**src/rtl/core/pmat_ram.sv**
```systemverilog
// Generic single-write, single-read RAM with a registered read port.
`timescale 1ns / 1ps
module pmat_ram #(
  parameter int WIDTH = 32,
  parameter int DEPTH = 16
) (
  input  logic                     clk,
  input  logic                     we,
  input  logic [$clog2(DEPTH)-1:0] waddr,
  input  logic [WIDTH-1:0]         wdata,
  input  logic [$clog2(DEPTH)-1:0] raddr,
  output logic [WIDTH-1:0]         rdata
);

  logic [WIDTH-1:0] mem [DEPTH];

  always_ff @(posedge clk) begin
    if (we) begin
      mem[waddr] <= wdata;
    end
    rdata <= mem[raddr];
  end

endmodule

```
**config.mk**
```make
export PLATFORM = sky130hd
export DESIGN_NAME = pmat_ram
export DESIGN_NICKNAME = d
export VERILOG_FILES = /design/src/rtl/core/pmat_ram.sv
export SDC_FILE = /design/constraint.sdc
export NUM_CORES = 1
export LEC_CHECK = 0
export BUFFER_PORTS_ARGS = -buffer_cell sky130_fd_sc_hd__buf_2
export CORE_ASPECT_RATIO = 1.2
export CORE_MARGIN = 8
export CORE_UTILIZATION = 50
export DETAILED_ROUTE_END_ITERATION = 16
export HOLD_SLACK_MARGIN = 0.06
export PLACE_DENSITY_LB_ADDON = 0.2
export REMOVE_ABC_BUFFERS = 1
export SYNTH_ARGS = -nofsm -noshare
export SYNTH_HDL_FRONTEND = slang
export SYNTH_SLANG_ARGS = --single-unit
```
**constraint.sdc**
```tcl
create_clock -name clk -period 3.4 [get_ports clk]
set_clock_uncertainty 0.15 [all_clocks]
set_input_delay 0.17 -clock clk [delete_from_list [all_inputs] [get_ports clk]]
set_output_delay 0.17 -clock clk [all_outputs]
set_load 0.01 [all_outputs]
```
Word level (Yosys, flattened, before mapping)
Memory sizes are Yosys's and may differ from the RTL's. A register that Yosys moved wholly into a read port is not among the register bits.
Cells that the tools add are included.
- input bits: 42
- register bits: 0
- bits in writable memories: 512
- output and inout bits: 32
- memories kept: 1
- multiplexer cells: 2
- memory list (memory ; depth ; bits a word ; rd ports ; clocked after Yosys merged registers in ; write ports ; line ; text):
    mem ; 16 ; 32 ; 1 ; 1 ; 1 ; 15 ; logic [WIDTH-1:0] mem [DEPTH];
- operator list (kind ; number):
    two-way mux 1 bit ; 2

Logic depth before layout (Yosys ltp)
- depth in word-level cells: 2
- mapped depth: 5

Least setup slack after synthesis
Ideal clock, no wire load.
- path kind: input to register
- start: input port waddr[2]
- end: memory mem[0][0], enable pin
- data arrival time: 2.888 ns
- data required time: 2.789 ns
- stages on the path: 2
- slack: -0.100 ns
- path through: or3b_2 -> nor3_1
- RTL lines (item ; line ; text):
    start: declaration ; 9 ; input logic [$clog2(DEPTH)-1:0] waddr,
    end: declaration ; 15 ;
Straight into the memory's write port.

==> summary.md <==
| Metric | Value |
|---|---|
| Final setup fails | `0` |
| Vias/cell | `5.76` |
| Setup tns final | `0 ns` |
| CTS Buffer Depth | `3` |
| Status | `finished, final reports clean` |
| Die height | `234 um` |
| Cell variety after synth | `18` |
| Startpoint types | `primary input` |
| Final setup margin | `1.51 ns` |
| VDD IR max | `roughly 0.36 mV` |
| Fin nets | `1028` |
| Tot Pwr | `13.7 mW` |
| Drt wl/cell | `27.0 um` |
| Pre-CTS WS | `around 1.0 ns` |
| Critical Path RT | `roughly 3.8 ns` |
| Drt pass-1 iters | `5` |
| Placed Cells | `1434` |
| Synth-to-Final Area Change | `16.1%` |
| Max Cap Viol | `0` |
| DRC viols | `0` |
| Hold buffers post-CTS | `33` |
| Core area | `0.0394 mm^2` |
| Core Rows | `80` |
| Placement Cell Area | `0.0211 mm^2` |
| Clock latency on the worst-skew pair | `0.57 ns` |
| Post-Syn Area per Cell | `23.7 um^2` |
| First-pass GRT wire length | `62800 um` |
| Hold_sp | `raddr[2]` |
| Sink Count | `544` |
| Worst-Margin Slew | `0.881 ns` |
| Final period util | `0.555` |
| Crit path time final | `roughly 1.9 ns` |
| Vias in the first global route | `9570` |
| Flops & latches, synth | `544` |
| Filler cell count | `approximately 2900` |
| Starting DRT DRC Count | `538` |
| Mapped Area | `0.0199 mm^2` |
| Crit. End Element | `register` |
| RSZ-0062 raised after global routing | `false` |
| TritonCTS Buffers | `50` |
| CP Class | `in2reg` |
| Final ANT Viol Nets | `0` |
| Clk root buf | `clkbuf_16` |
| GRT Overall Usage | `0.186` |
| Part of the Yosys area used for sequential elements | `0.807` |
| Terminus of the critical flop-to-flop path | `rdata[6]$_DFF_P_` |
| Fmax | `roughly 530 MHz` |
| Initial antenna violation count | `1` |
| CP max FO | `19` |
| Ratio of cells with drive above 1 in the final layout | `0.317` |
| TritonCTS clock tree | `yes` |
| Worst reg2reg path depth | `3` |
| Worst-path clk slew | `0.06 ns` |
| Drt total wl | `42100 um` |
| Initial core utilization | `0.503` |
| Hold depth | `4` |
| Design area | `~0.023 mm^2` |
| Worst Hold Class | `in2reg` |
| Post-route insts no fill | `1560` |
| Die W | `198 um` |
| Largest net degree at the start of global routing | `55` |
| Normalized max-slew margin | `0.411` |
| IO Port Bufs | `73` |
| Hold Path Sink | `rdata[16]$_DFF_P_` |
| Htree depth | `2` |
| Diode count | `0` |
| Flop-to-flop setup slack | `1.76 ns` |
| Mapped Cells | `838` |
| DR vias | `8990` |
| Max Slew Vio Count | `0` |
| Syn. warnings | `0` |
| Dpl hpwl | `23400 um` |
| Post-CTS sizing | `0` |
| Power Dens Cells | `a little under 600 mW/mm^2` |
| Worst EP arrival | `roughly 2.2 ns` |
| GP Congestion | `0.711` |
| Grt total ovfl | `0` |
| Final hold vios | `0` |
| Post-CTS Setup Bufs | `0` |
| FF-to-FF Start | `mem[11][6]$_DFFE_PP_` |
| Pleak | `~7.4 nW` |
| I/O pin total | `74` |
| Die area | `0.0464 mm^2` |
==> critical path: stages <==
cell and delay, ns:
dlygate4sd3_1 0.52, buf_2 0.18, nor2b_4 0.74, buf_4 0.38
a22oi_1 0.13, nand2_1 0.10
==> worst max path at each step <==
stage,start,to,slack (ns),depth (start not counted)
CTS,raddr[3],rdata[21]$_DFF_P_,1.54,6
global route,raddr[3],rdata[21]$_DFF_P_,1.46,6
global placement,waddr[2],mem[3][19]$_DFFE_PP_,1.06,4
finish,raddr[3],rdata[21]$_DFF_P_,1.51,6
floorplan,waddr[2],mem[0][0]$_DFFE_PP_,-0.1,2
detailed placement,waddr[2],mem[3][19]$_DFFE_PP_,1.01,4
==> area by class of cell <==
type | count | area [um^2] | share of cell area
sequential | 544 | 16000 | 0.695
multi-input combinational | 251 | 3750 | 0.163
clock buffer | 69 | 1440 | 0.0623
timing repair buffer | 139 | 1020 | 0.0443
tap | 533 | 667 | 0.0289
clock inverter | 24 | 159 | 0.00689
==> sequential cells by signal (all words and copies together) (netlist names) <==
register  flops
mem         512
rdata        32
==> cell usage after synthesis <==
cell type / instances / area, um^2
nand2_1: 33 / 124
buf_4: 11 / 82.6
or3b_2: 1 / 8.76
nand2b_1: 2 / 12.5
buf_2: 4 / 20.0
and2_1: 1 / 6.26
buf_1: 9 / 33.8
mux4_2: 128 / 2880
nor2_1: 13 / 48.8
nor3_1: 4 / 20.0
clkbuf_1: 17 / 63.8
a22oi_1: 64 / 480
dfxtp_1: 32 / 641
edfxtp_1: 512 / 15400
buf_6: 2 / 22.5
nand3_1: 1 / 5.00
nand3b_1: 2 / 15.0
nor2b_1: 2 / 12.5
==> where the power goes <==
group	internal, mW	total [mW]	switching [mW]
Sequential	7.50	7.54	0.0469
Clock	3.10	5.43	2.33
Combinational	0.298	0.703	0.406
Total	10.9	13.7	2.78
==> metal layers <==
layer  track usage  routed length (um)  vias up
met2         0.332               22600      197
met3        0.0289                1580       57
met5             0                   0        -
li1              -                   -     3873
met1         0.237               17100     4863
met4        0.0472                 800        0
==> placed cells by master (no fill, tap or decap) <==
cell	synthesis	final
buf_4	11	28
clkbuf_1	17	11
nand2_1	33	33
or3b_2	1	1
nor2b_4	0	2
mux4_2	128	128
nand3_1	1	1
buf_2	4	71
nor2_4	0	13
clkinv_2	0	10
buf_6	2	1
clkinvlp_4	0	1
clkbuf_8	0	6
nand3b_1	2	2
and2_2	0	1
bufinv_16	0	2
dfxtp_1	32	32
edfxtp_1	512	512
dlygate4sd3_1	0	33
clkbuf_16	0	53
nor3_2	0	4
nand2b_1	2	2
buf_12	0	5
clkinv_1	0	11
a22oi_1	64	64
==> stage by stage <==
| stage | utilization | hold slack, ns |
|---|---|---|
| floorplan | - | 0.119 |
| global placement | 0.536 | 0.403 |
| detailed placement | 0.536 | 0.410 |
| CTS | 0.584 | 0.0650 |
| global route | 0.584 | 0.111 |
| finish | 0.584 | 0.0931 |
==> cell families (layout without fill, tap and decap cells) <==
family	count (synthesis)	after routing	synth area share
AO/OA/AOI/OAI	64	64	0.0242
buffers and inverters	43	232	0.0112
flip-flops	544	544	0.807
multiplexers	128	128	0.145
AND/OR/NAND/NOR	59	59	0.0127
Power figures use the tool's default switching activity.
